**src/sv/lsas_pkg.sv**
```systemverilog
package lsas_pkg;

    localparam int NUM_SECTORS = 13;
    localparam int NUM_GROUPS  = 5;
    localparam int GROUP_W     = $clog2(NUM_GROUPS + 1);
    localparam int IDX_W       = $clog2(NUM_SECTORS + 1);
    localparam int SIDE_K      = (NUM_SECTORS - 1) / 4;
    localparam int CENTER_IDX  = (NUM_SECTORS - 1) / 2;

    localparam int DIST_W  = 16;
    localparam int SPEED_W = 16;
    localparam int TURN_W  = 8;
    localparam int COUNT_W = 10;
    localparam int CFG_IDX_W  = 2;
    localparam int CFG_DATA_W = 16;

    localparam logic [DIST_W-1:0] FAR_RANGE = 16'd2560;
    localparam int SIM_LIMIT = 76;

    localparam logic [DIST_W-1:0] NEAR_LIMIT  = 16'd384;
    localparam logic [DIST_W-1:0] CLOSE_LIMIT = 16'd512;
    localparam logic [DIST_W-1:0] WARN_LIMIT  = 16'd640;

    localparam logic signed [SPEED_W-1:0] FAST_SPEED   = 16'sd512;
    localparam logic signed [SPEED_W-1:0] NEAR_SPEED   = 16'sd128;
    localparam logic signed [SPEED_W-1:0] CLOSE_SPEED  = 16'sd256;
    localparam logic signed [SPEED_W-1:0] WARN_SPEED   = 16'sd384;
    localparam logic signed [SPEED_W-1:0] CREEP_SPEED  = 16'sd26;
    localparam logic signed [SPEED_W+1:0] RAMP_STEP    = 18'sd256;

    localparam logic signed [TURN_W-1:0] TURN_SPIN  = 8'sd100;
    localparam logic signed [TURN_W-1:0] TURN_NEAR  = 8'sd100;
    localparam logic signed [TURN_W-1:0] TURN_CLOSE = 8'sd75;
    localparam logic signed [TURN_W-1:0] TURN_WARN  = 8'sd50;
    localparam logic signed [TURN_W-1:0] TURN_CLEAR = 8'sd1;

    localparam logic [CFG_IDX_W-1:0] CFG_SAMPLES_PER_SECTOR = 2'd0;
    localparam logic [CFG_IDX_W-1:0] CFG_TARGET_SPEED       = 2'd1;
    localparam logic [CFG_IDX_W-1:0] CFG_HELPER_ON          = 2'd2;

    typedef logic [DIST_W-1:0] t_dist;
    typedef t_dist [NUM_GROUPS-1:0] t_group_set;

    typedef struct packed {
        logic signed [SPEED_W-1:0] target_speed;
        logic                      helper_on;
    } t_steer_cfg;

    function automatic logic [GROUP_W-1:0] group_of(input logic [IDX_W-1:0] raw);
        int r;
        logic [GROUP_W-1:0] g;
        r = int'(raw);
        if (r < SIDE_K) begin
            g = GROUP_W'(0);
        end else if (r < 2 * SIDE_K) begin
            g = GROUP_W'(1);
        end else if (r == CENTER_IDX) begin
            g = GROUP_W'(2);
        end else if (r > CENTER_IDX && r <= CENTER_IDX + SIDE_K) begin
            g = GROUP_W'(3);
        end else if (r > CENTER_IDX + SIDE_K && r <= CENTER_IDX + 2 * SIDE_K) begin
            g = GROUP_W'(4);
        end else begin
            g = GROUP_W'(NUM_GROUPS);
        end
        return g;
    endfunction

endpackage

```
**src/sv/lsas_front.sv**
```systemverilog
module lsas_front (
    input  logic                             i_clk,
    input  logic                             i_rst_n,
    input  logic                             i_accept,
    input  logic [lsas_pkg::DIST_W-1:0]      i_range_value,
    input  logic                             i_end_of_scan,
    input  logic [lsas_pkg::COUNT_W-1:0]     i_samples_per_sector,
    output logic                             o_push,
    output lsas_pkg::t_group_set             o_push_groups
);
    import lsas_pkg::*;

    logic [DIST_W-1:0]  r_raw_min, n_raw_min;
    logic [COUNT_W-1:0] r_count, n_count;
    logic [IDX_W-1:0]   r_index, n_index;
    t_group_set         r_groups, n_groups;

    logic [COUNT_W-1:0] per;
    logic [COUNT_W-1:0] count_inc;
    logic [DIST_W-1:0]  raw_new;
    logic [GROUP_W-1:0] grp;
    logic               in_range;
    logic               full;
    logic               fold;
    t_group_set         folded;

    always_comb begin
        per       = (i_samples_per_sector == '0) ? COUNT_W'(1) : i_samples_per_sector;
        count_inc = r_count + COUNT_W'(1);
        raw_new   = (i_range_value < r_raw_min) ? i_range_value : r_raw_min;
        in_range  = r_index < IDX_W'(NUM_SECTORS);
        full      = count_inc >= per;
        fold      = in_range && (full || i_end_of_scan);
        grp       = group_of(r_index);
        for (int i = 0; i < NUM_GROUPS; i++) begin
            folded[i] = (fold && grp == GROUP_W'(i) && raw_new < r_groups[i])
                      ? raw_new : r_groups[i];
        end

        n_raw_min = r_raw_min;
        n_count   = r_count;
        n_index   = r_index;
        n_groups  = r_groups;
        if (i_accept) begin
            if (i_end_of_scan) begin
                n_raw_min = FAR_RANGE;
                n_count   = '0;
                n_index   = '0;
                for (int i = 0; i < NUM_GROUPS; i++) begin
                    n_groups[i] = FAR_RANGE;
                end
            end else begin
                n_groups = folded;
                if (in_range) begin
                    if (full) begin
                        n_raw_min = FAR_RANGE;
                        n_count   = '0;
                        n_index   = r_index + IDX_W'(1);
                    end else begin
                        n_raw_min = raw_new;
                        n_count   = count_inc;
                    end
                end
            end
        end
    end

    assign o_push        = i_accept && i_end_of_scan;
    assign o_push_groups = folded;

    always_ff @(posedge i_clk) begin
        if (!i_rst_n) begin
            r_raw_min <= FAR_RANGE;
            r_count   <= '0;
            r_index   <= '0;
            for (int i = 0; i < NUM_GROUPS; i++) begin
                r_groups[i] <= FAR_RANGE;
            end
        end else begin
            r_raw_min <= n_raw_min;
            r_count   <= n_count;
            r_index   <= n_index;
            r_groups  <= n_groups;
        end
    end

endmodule

```
**src/sv/lsas_queue.sv**
```systemverilog
module lsas_queue (
    input  logic                 i_clk,
    input  logic                 i_rst_n,
    input  logic                 i_push,
    input  lsas_pkg::t_group_set i_push_groups,
    output logic                 o_push_ready,
    input  logic                 i_pop,
    output logic                 o_pop_valid,
    output lsas_pkg::t_group_set o_pop_groups
);
    import lsas_pkg::*;

    t_group_set  r_entry [2];
    logic        r_wr_ptr, n_wr_ptr;
    logic        r_rd_ptr, n_rd_ptr;
    logic [1:0]  r_fill, n_fill;
    logic        do_push;
    logic        do_pop;

    assign o_push_ready = r_fill != 2'd2;
    assign o_pop_valid  = r_fill != 2'd0;
    assign o_pop_groups = r_entry[r_rd_ptr];
    assign do_push      = i_push && o_push_ready;
    assign do_pop       = i_pop && o_pop_valid;

    always_comb begin
        n_wr_ptr = do_push ? !r_wr_ptr : r_wr_ptr;
        n_rd_ptr = do_pop ? !r_rd_ptr : r_rd_ptr;
        n_fill   = r_fill + {1'b0, do_push} - {1'b0, do_pop};
    end

    always_ff @(posedge i_clk) begin
        if (!i_rst_n) begin
            r_wr_ptr <= 1'b0;
            r_rd_ptr <= 1'b0;
            r_fill   <= 2'd0;
        end else begin
            r_wr_ptr <= n_wr_ptr;
            r_rd_ptr <= n_rd_ptr;
            r_fill   <= n_fill;
        end
    end

    always_ff @(posedge i_clk) begin
        if (do_push) begin
            r_entry[r_wr_ptr] <= i_push_groups;
        end
    end

endmodule

```
**src/sv/lsas_back.sv**
```systemverilog
module lsas_back (
    input  logic                                i_clk,
    input  logic                                i_rst_n,
    input  lsas_pkg::t_steer_cfg                i_cfg,
    input  logic                                i_req_valid,
    input  lsas_pkg::t_group_set                i_req_groups,
    output logic                                o_req_take,
    output logic                                o_valid,
    input  logic                                i_ready,
    output logic signed [lsas_pkg::SPEED_W-1:0] o_linear_speed,
    output logic signed [lsas_pkg::TURN_W-1:0]  o_angular_rate,
    output logic [lsas_pkg::DIST_W-1:0]         o_front_distance
);
    import lsas_pkg::*;

    localparam int DIFF_W = DIST_W + 1;
    localparam logic signed [DIFF_W-1:0] LIM_POS = DIFF_W'(SIM_LIMIT);
    localparam logic signed [DIFF_W-1:0] LIM_NEG = -DIFF_W'(SIM_LIMIT);

    logic                      r_valid;
    logic signed [SPEED_W-1:0] r_speed, n_speed;
    logic signed [TURN_W-1:0]  r_turn, n_turn;
    logic [DIST_W-1:0]         r_front;
    logic signed [SPEED_W-1:0] r_last_speed;

    logic signed [DIFF_W-1:0]  diff_in;
    logic signed [DIFF_W-1:0]  diff_out;
    logic signed [DIFF_W-1:0]  diff;
    logic                      sim_in;
    logic                      sim_out;
    logic signed [SPEED_W+1:0] ramp;
    logic signed [SPEED_W+1:0] target_ext;
    logic [DIST_W-1:0]         centre;
    logic signed [TURN_W-1:0]  factor;
    logic                      fast;

    assign o_req_take = i_req_valid && (!r_valid || i_ready);

    always_comb begin
        centre   = i_req_groups[2];
        diff_in  = $signed({1'b0, i_req_groups[1]}) - $signed({1'b0, i_req_groups[3]});
        diff_out = $signed({1'b0, i_req_groups[0]}) - $signed({1'b0, i_req_groups[4]});
        sim_in   = diff_in >= LIM_NEG && diff_in <= LIM_POS;
        sim_out  = diff_out >= LIM_NEG && diff_out <= LIM_POS;
        diff     = sim_in ? diff_out : diff_in;
        ramp       = {{2{r_last_speed[SPEED_W-1]}}, r_last_speed} + RAMP_STEP;
        target_ext = {{2{i_cfg.target_speed[SPEED_W-1]}}, i_cfg.target_speed};
        fast       = i_cfg.helper_on && i_cfg.target_speed >= FAST_SPEED;

        n_speed = i_cfg.target_speed;
        if (centre < NEAR_LIMIT) begin
            factor = TURN_NEAR;
            if (fast) n_speed = NEAR_SPEED;
        end else if (centre < CLOSE_LIMIT) begin
            factor = TURN_CLOSE;
            if (fast) n_speed = CLOSE_SPEED;
        end else if (centre < WARN_LIMIT) begin
            factor = TURN_WARN;
            if (fast) n_speed = WARN_SPEED;
        end else if (ramp < target_ext) begin
            factor = TURN_WARN;
            if (i_cfg.helper_on) n_speed = ramp[SPEED_W-1:0];
        end else begin
            factor = TURN_CLEAR;
        end

        if (diff == '0) begin
            n_turn = '0;
        end else if (diff[DIFF_W-1]) begin
            n_turn = factor;
        end else begin
            n_turn = -factor;
        end

        if (sim_in && sim_out) begin
            n_speed = CREEP_SPEED;
            n_turn  = TURN_SPIN;
        end
    end

    always_ff @(posedge i_clk) begin
        if (!i_rst_n) begin
            r_valid      <= 1'b0;
            r_last_speed <= '0;
        end else begin
            if (o_req_take) begin
                r_valid      <= 1'b1;
                r_last_speed <= n_speed;
            end else if (i_ready) begin
                r_valid <= 1'b0;
            end
        end
    end

    always_ff @(posedge i_clk) begin
        if (o_req_take) begin
            r_speed <= n_speed;
            r_turn  <= n_turn;
            r_front <= centre;
        end
    end

    assign o_valid          = r_valid;
    assign o_linear_speed   = r_speed;
    assign o_angular_rate   = r_turn;
    assign o_front_distance = r_front;

endmodule

```
**src/sv/lidar_sector_avoidance_steering_top.sv**
```systemverilog
// Channel  Handshake               Payload
// input    i_valid / o_ready       i_range_value, i_end_of_scan
// output   o_valid / i_ready       o_linear_speed, o_angular_rate, o_front_distance
// config   i_cfg_valid / o_cfg_ready  i_cfg_index, i_cfg_data
//
// One sample per cycle while o_ready is high; each accepted sample updates the sector and group minima.
// An end-of-scan sample's group minima are written into the decision queue, then taken into the output register.
// A two-entry decision queue sits between the sector tracker and the steering unit,
// so o_ready drops only when two decisions wait behind a stalled output.
// Synchronous active-low reset; no clearing pass.
module lidar_sector_avoidance_steering_top (
    input  logic                                     i_clk,
    input  logic                                     i_rst_n,
    input  logic                                     i_valid,
    output logic                                     o_ready,
    input  logic [lsas_pkg::DIST_W-1:0]              i_range_value,
    input  logic                                     i_end_of_scan,
    output logic                                     o_valid,
    input  logic                                     i_ready,
    output logic signed [lsas_pkg::SPEED_W-1:0]      o_linear_speed,
    output logic signed [lsas_pkg::TURN_W-1:0]       o_angular_rate,
    output logic [lsas_pkg::DIST_W-1:0]              o_front_distance,
    input  logic                                     i_cfg_valid,
    output logic                                     o_cfg_ready,
    input  logic [lsas_pkg::CFG_IDX_W-1:0]           i_cfg_index,
    input  logic [lsas_pkg::CFG_DATA_W-1:0]          i_cfg_data
);
    import lsas_pkg::*;

    logic [COUNT_W-1:0] r_samples_per_sector;
    t_steer_cfg         r_cfg;
    logic               accept;
    logic               push;
    t_group_set         push_groups;
    logic               push_ready;
    logic               pop;
    logic               pop_valid;
    t_group_set         pop_groups;

    assign o_cfg_ready = 1'b1;
    assign o_ready     = push_ready;
    assign accept      = i_valid && push_ready;

    always_ff @(posedge i_clk) begin
        if (!i_rst_n) begin
            r_samples_per_sector <= COUNT_W'(55);
            r_cfg.target_speed   <= '0;
            r_cfg.helper_on      <= 1'b0;
        end else if (i_cfg_valid) begin
            unique case (i_cfg_index)
                CFG_SAMPLES_PER_SECTOR: r_samples_per_sector <= i_cfg_data[COUNT_W-1:0];
                CFG_TARGET_SPEED:       r_cfg.target_speed   <= $signed(i_cfg_data);
                CFG_HELPER_ON:          r_cfg.helper_on      <= i_cfg_data[0];
                default: ;
            endcase
        end
    end

    lsas_front u_front (
        .i_clk                (i_clk),
        .i_rst_n              (i_rst_n),
        .i_accept             (accept),
        .i_range_value        (i_range_value),
        .i_end_of_scan        (i_end_of_scan),
        .i_samples_per_sector (r_samples_per_sector),
        .o_push               (push),
        .o_push_groups        (push_groups)
    );

    lsas_queue u_queue (
        .i_clk         (i_clk),
        .i_rst_n       (i_rst_n),
        .i_push        (push),
        .i_push_groups (push_groups),
        .o_push_ready  (push_ready),
        .i_pop         (pop),
        .o_pop_valid   (pop_valid),
        .o_pop_groups  (pop_groups)
    );

    lsas_back u_back (
        .i_clk            (i_clk),
        .i_rst_n          (i_rst_n),
        .i_cfg            (r_cfg),
        .i_req_valid      (pop_valid),
        .i_req_groups     (pop_groups),
        .o_req_take       (pop),
        .o_valid          (o_valid),
        .i_ready          (i_ready),
        .o_linear_speed   (o_linear_speed),
        .o_angular_rate   (o_angular_rate),
        .o_front_distance (o_front_distance)
    );

endmodule
```
**config.mk**
```make
export PLATFORM = sky130hd
export DESIGN_NAME = lidar_sector_avoidance_steering_top
export DESIGN_NICKNAME = d
export VERILOG_FILES = /design/src/sv/lsas_pkg.sv /design/src/sv/lsas_front.sv /design/src/sv/lsas_queue.sv /design/src/sv/lsas_back.sv /design/src/sv/lidar_sector_avoidance_steering_top.sv
export SDC_FILE = /design/constraint.sdc
export NUM_CORES = 1
export LEC_CHECK = 0
export BUFFER_PORTS_ARGS = -buffer_cell sky130_fd_sc_hd__buf_2
export CELL_PAD_IN_SITES_DETAIL_PLACEMENT = 1
export CELL_PAD_IN_SITES_GLOBAL_PLACEMENT = 1
export CORE_ASPECT_RATIO = 0.75
export CORE_MARGIN = 1.5
export CORE_UTILIZATION = 50
export CTS_BUF_LIST = sky130_fd_sc_hd__clkbuf_4
export CTS_CLUSTER_SIZE = 14
export DETAILED_ROUTE_END_ITERATION = 10
export PLACE_DENSITY_LB_ADDON = 0.1
export SLEW_MARGIN = 0
export SYNTH_ARGS = -nofsm -noshare
export SYNTH_HDL_FRONTEND = slang
export SYNTH_SLANG_ARGS = --single-unit
```
**constraint.sdc**
```tcl
create_clock -name i_clk -period 7.7 [get_ports i_clk]
set_input_delay 1.54 -clock i_clk [delete_from_list [all_inputs] [get_ports i_clk]]
set_output_delay 1.54 -clock i_clk [all_outputs]
set_load 0.02 [all_outputs]
```
Word-level counts from Yosys, hierarchy flattened
Memory sizes are Yosys's and may differ from the RTL's. A register that Yosys moved wholly into a read port is not among the register bits.
Cells that the tools add are included.
- reductions and logical operators: 41
- mux-type cells: 44
- add/sub/neg operators: 8
- $lt $le $gt $ge: 23
- equality and inequality tests: 8
- operators with widths (kind ; number):
    16-bit 2-to-1 mux ; 18
    16-bit less-than comparator ; 6
    80-bit 2-to-1 mux ; 1
    10-bit 2-to-1 mux ; 4
    17-bit by 8-bit >= comparator with 1-bit output (second input constant) ; 2
    17-bit by 8-bit <= comparator with 1-bit output (second input constant) ; 2
    16-bit by 16-bit subtractor with 17-bit output ; 2
    16-bit by 10-bit less-than comparator with 1-bit output (second input constant) ; 2
    8-bit 2-to-1 mux ; 4
    1-bit logical AND ; 22
    16-bit by 10-bit adder with 17-bit output (second input constant) ; 1
    17-bit logical NOT ; 1
    17-bit by 16-bit less-than comparator with 1-bit output ; 1
    17-bit 2-to-1 mux ; 1
    16-bit by 11-bit >= comparator with 1-bit output (second input constant) ; 1
    16-bit by 9-bit less-than comparator with 1-bit output (second input constant) ; 1
    3-bit 2-to-1 mux ; 4
    4-bit 2-to-1 mux ; 3
    10-bit by 1-bit adder with 10-bit output (second input constant) ; 1
    10-bit >= comparator ; 1
    10-bit logical NOT ; 1
    4-bit <= comparator (second input constant) ; 2
    8-bit negation ; 1
    2-bit AND reduction ; 4
    25 further kinds ; 38
- memories kept: 1
- input bits: 40
- output and inout port bits: 43
- bits in writable memories: 160
- register bits: 198
- word-level logic and storage cells: 145
- memories (name ; depth ; width ; read ports ; clocked after memory_dff ; write ports ; line ; text):
    u_queue.r_entry ; 2 ; 80 ; 1 ; 1 ; 1 ; lsas_queue.sv:13 ; t_group_set r_entry [2];

Longest topological paths before layout
- depth in word-level cells: 12
- depth in mapped cells: 24
- depth with buffers taken out: 21

Hierarchy
Synthesis repeated with hierarchy kept, for this count alone.
- cell total of the unflattened synthesis: 2004
- area, all modules: 20887.5 um^2
- modules (own cells, without submodules) (module ; cells an instance ; area each (um^2) ; seq. area each (um^2) ; instances):
    lsas_front ; 1000 ; 8557.0 ; 2202.1 ; 1
    lsas_queue ; 279 ; 6070.8 ; 4904.7 ; 1
    lsas_back ; 609 ; 5142.4 ; 1541.5 ; 1
    lidar_sector_avoidance_steering_top ; 116 ; 1117.3 ; 540.5 ; 1

Least setup slack after synthesis
No wires, ideal clock.
- kind: input -> register
- from: in i_range_value[5] (netlist name)
- to: mem u_queue.r_entry[0][38] (netlist name) (data pin)
- arrival: 5986 ps
- buffers on the path: 2
- path slack: 1452 ps
- setup time: 262 ps
- cell stages on the path: 21
- data required time: 7438 ps
- cells stage by stage: ha_1 a21o_1 a21o_1 a21oi_1 o21a_1 o221ai_2 nor2_1 buf_2 nand2_1 o21ai_1 ha_1 a21o_1 a21o_1 a21o_1 a21o_1 a21oi_1 o21ai_0 nor4b_2 nand2_2 buf_2 mux2_2
- RTL lines (what ; line ; text):
    start: declaration ; lidar_sector_avoidance_steering_top.sv:16 ; input logic [lsas_pkg::DIST_W-1:0] i_range_value,
    end: declaration ; lsas_queue.sv:13 ;

==> summary.json <==
{
  "hold_path.class": "reg -> reg",
  "worstReg2RegEnd": "u_queue.r_entry[1][11]",
  "detailedPlace.worstSlack_ns": 0.705,
  "worstSkewPairLatency_ns": 0.83,
  "whs_path_depth": 2,
  "buffer_ports.inserted": 81,
  "critPathCaptureType": "register",
  "total_length_of_routed_wires_um": 60200,
  "io_pins": 83,
  "fin_setup_tns_ns": 0,
  "ff2ff_setup_slack_ns": 1.83,
  "top_cell_by_count_worst_path": "a21o_1",
  "dp.final_hpwl_um": 42500,
  "max_freq_mhz": 158,
  "critical_path.slowest_cell": "nor2_1",
  "cts_hold_buffers": 0,
  "max-slew-margin-rel_pct": 12.5,
  "die_height_um": 177,
  "syn-cell-area_um2": 20100,
  "rows": 63,
  "layout.core_utilization_pct": 56.3,
  "groute.usage.overall_pct": 29.3,
  "area_delta_synth_final_pct": 10.7,
  "async_reset_ff_share_pct": 0,
  "gp_routability_congestion": 0.914,
  "grt_overflow_total": 0,
  "drive_gt1_share_pct": 17.3,
  "endpoint": "u_queue.r_entry[1][11]",
  "final-hold-violation-count": 0,
  "critPathKind": "in -> reg",
  "antenna_found_initial": 4,
  "result_of_the_run": "finished, final reports clean",
  "worst-slew-pin-transition_ns": 1.31,
  "synth_top_area_share_pct": 29.9,
  "global_route_met1_usage_pct": 43.2,
  "number_of_standard_cells_after_synthesis": 1996,
  "tritoncts_buffers": 92,
  "power_density_over_the_cells_nw_per_um2": 276,
  "grt_pass1_wl_um": 93200,
  "residual_drc_count": 0,
  "route.antenna.remaining_nets": 0,
  "die_area_um2": 41400,
  "power.static_leakage_nw": 8.52,
  "grt_setup_unrepaired": "no",
  "critical_path_arrival_ns": 6.80,
  "synth-seq-area-share_pct": 45.7,
  "final_nets": 2303,
  "start_util_pct": 50.8,
  "crit_path_cell_trace": "buf_2, ha_1, a21o_1, a21o_1, a21oi_1, o21a_1, o221ai_2, nor2_1, buf_4, mux2_2, ha_1, a21o_1, a21o_1, a21oi_1, nor2_1, a211oi_1, o2111ai_1, or3b_2, nor2_2, buf_4, o21ai_0",
  "core_area_um2": 39600,
  "wl_per_cell_um": 22.3,
  "finalPower_mw": 6.14,
  "use_met2_pct": 42.8,
  "yosysMostFrequentCell": "nand2_1",
  "first_global_vias": 16518,
  "gr_layer_usage_met3_pct": 6.72,
  "timing.final.crit_period_ns": 6.33,
  "critPathRequiredTime_ns": 8.17,
  "clock_tree.root_cell": "clkbuf_4",
  "timing.max_cap.violations": 0,
  "worstRegToRegCells": 21,
  "setup_ws_ns": 1.37,
  "die_width_um": 235,
  "layout.area.seq_um2": 9190,
  "post-cts-setup-buffers": 0,
  "clock_sinks": 359,
  "crit_path_start_kind": "primary input",
  "multi_input_comb_area_um2": 10000,
  "critPathLaunch": "i_range_value[5]",
  "grt_max_degree": 74,
  "cts_max_level": 3,
  "postSynthNetCount": 2194,
  "grt_busiest_layer": "met1",
  "tritoncts": "built",
  "fin_crit_sh_pct": 82.2,
  "setup_viol": 0,
  "finalClockSkew_ns": 0.0650,
  "final-max-slew-violation-count": 0,
  "post_synth_edffs": 200,
  "synth.ff_latch_count": 359,
  "vdd_ir_drop_max_mv": 0.124,
  "syn_avg_cell_area_um2": 10.1,
  "critPathMaxStageDelay_ns": 0.62,
  "worst_hold_startpoint": "r_cfg[16]",
  "synthesis.yosys.warnings": 0,
  "ys_types": 92,
  "detailroute.via_count": 16160,
  "primary_flip_flop_cell_chosen_by_synthesis_mapping": "edfxtp_1",
  "critical_path_peak_fanout": 46,
  "worst_r2r_startpoint": "u_front.r_raw_min[5]",
  "ctsResizeCount": 0,
  "detail_route.iter0.violations": 1406,
  "yosys-top-cells-count": "nand2_1, edfxtp_1, dfxtp_1",
  "post_drt_via_cell_ratio": 5.98,
  "worst_setup_hold_path_clk_slew_ns": 0.07,
  "cts_max_path_buffers": 3,
  "netlist.top_cell.by_area": "edfxtp_1",
  "first_pass_iters": 7,
  "num-fill-cells": 4454,
  "synth_top_cells_by_area": "edfxtp_1, dfxtp_1, ha_1, mux2_2, nand2_1"
}
==> worst max-delay path: cells and delay by family <==
kind | cells | cell delay (ns)
AOI/OAI and AO/OA | 11 | 1.85
and+or+nand+nor | 4 | 1.32
buffers and inverters | 3 | 0.84
adders and majority gates | 2 | 0.67
muxes | 1 | 0.53
==> through the flow <==
stage	area [µm²]	std cells	hold WS [ns]
after floorplan	20100	1996	0.442
after global placement	21000	2531	0.446
after detailed placement	21000	2531	0.453
after CTS	22300	2702	0.468
after global routing	22300	2704	0.484
final	22300	2704	0.466
==> cells in the final DEF, fill, tap and decap left out, drive strengths merged, types with 34 or more instances in the layout <==
master    n
nand4    38
o21ai   137
a21oi    68
clkbuf  145
a21o     34
buf     108
nand2   216
dfxtp   159
mux2     74
ha      156
mux2i    54
a32o     43
edfxtp  200
nor2    122
inv     151
nor2b    40
==> final cells by class <==
class | instances | share of cell area (%)
diodes | 2 | 0.0225
well taps | 520 | 2.92
clock buffers | 145 | 4.89
inverters | 149 | 2.51
flip-flops and latches | 359 | 41.3
multi-input cells | 1395 | 45.0
repair buffers | 108 | 2.74
clock inverters | 26 | 0.663
==> state kept, by name, indices dropped and copies added, names as in the netlist, 2 cells and up, named ones only <==
name	cells
r_samples_per_sector	10
u_back.o_angular_rate	8
r_cfg	17
u_back.r_last_speed	16
u_queue.r_fill	2
u_queue.r_entry	160
u_back.o_front_distance	16
u_back.o_linear_speed	16
u_front.r_count	10
u_front.r_groups	80
u_front.r_raw_min	16
u_front.r_index	4
==> where the power goes <==
group,internal (mW),switching [mW],total [mW]
logic,0.759,1.36,2.12
registers,2.23,0.0773,2.30
clock network,0.894,0.831,1.72
==> worst min path at each step <==
stage	slack, ns	end
floorplan	0.44	u_front.r_groups[16]
global placement	0.45	u_front.r_groups[24]
detailed placement	0.45	u_front.r_groups[24]
CTS	0.47	u_front.r_groups[24]
global route	0.48	u_front.r_groups[28]
finish	0.47	r_cfg[16]
==> logic make-up after synthesis <==
kind of cell | share of synthesized area (%)
simple gates | 15.0
compound gates | 16.3
flops | 45.7
buf+inv | 4.67
fa+ha+maj | 9.90
mux | 6.83
xor+xnor | 1.61
other cells | 0.0186
==> layer usage <==
| metal | wire [µm] | up-vias | part of all wire (%) |
|---|---|---|---|
| met3 | 3790 | 95 | 6.3 |
| met1 | 29300 | 8002 | 49 |
| met5 | 12 | - | 0.020 |
| met4 | 1240 | 2 | 2.1 |
| li1 | - | 7596 | - |
| met2 | 25900 | 465 | 43 |
No activity file was read; power rests on OpenSTA's default activity.
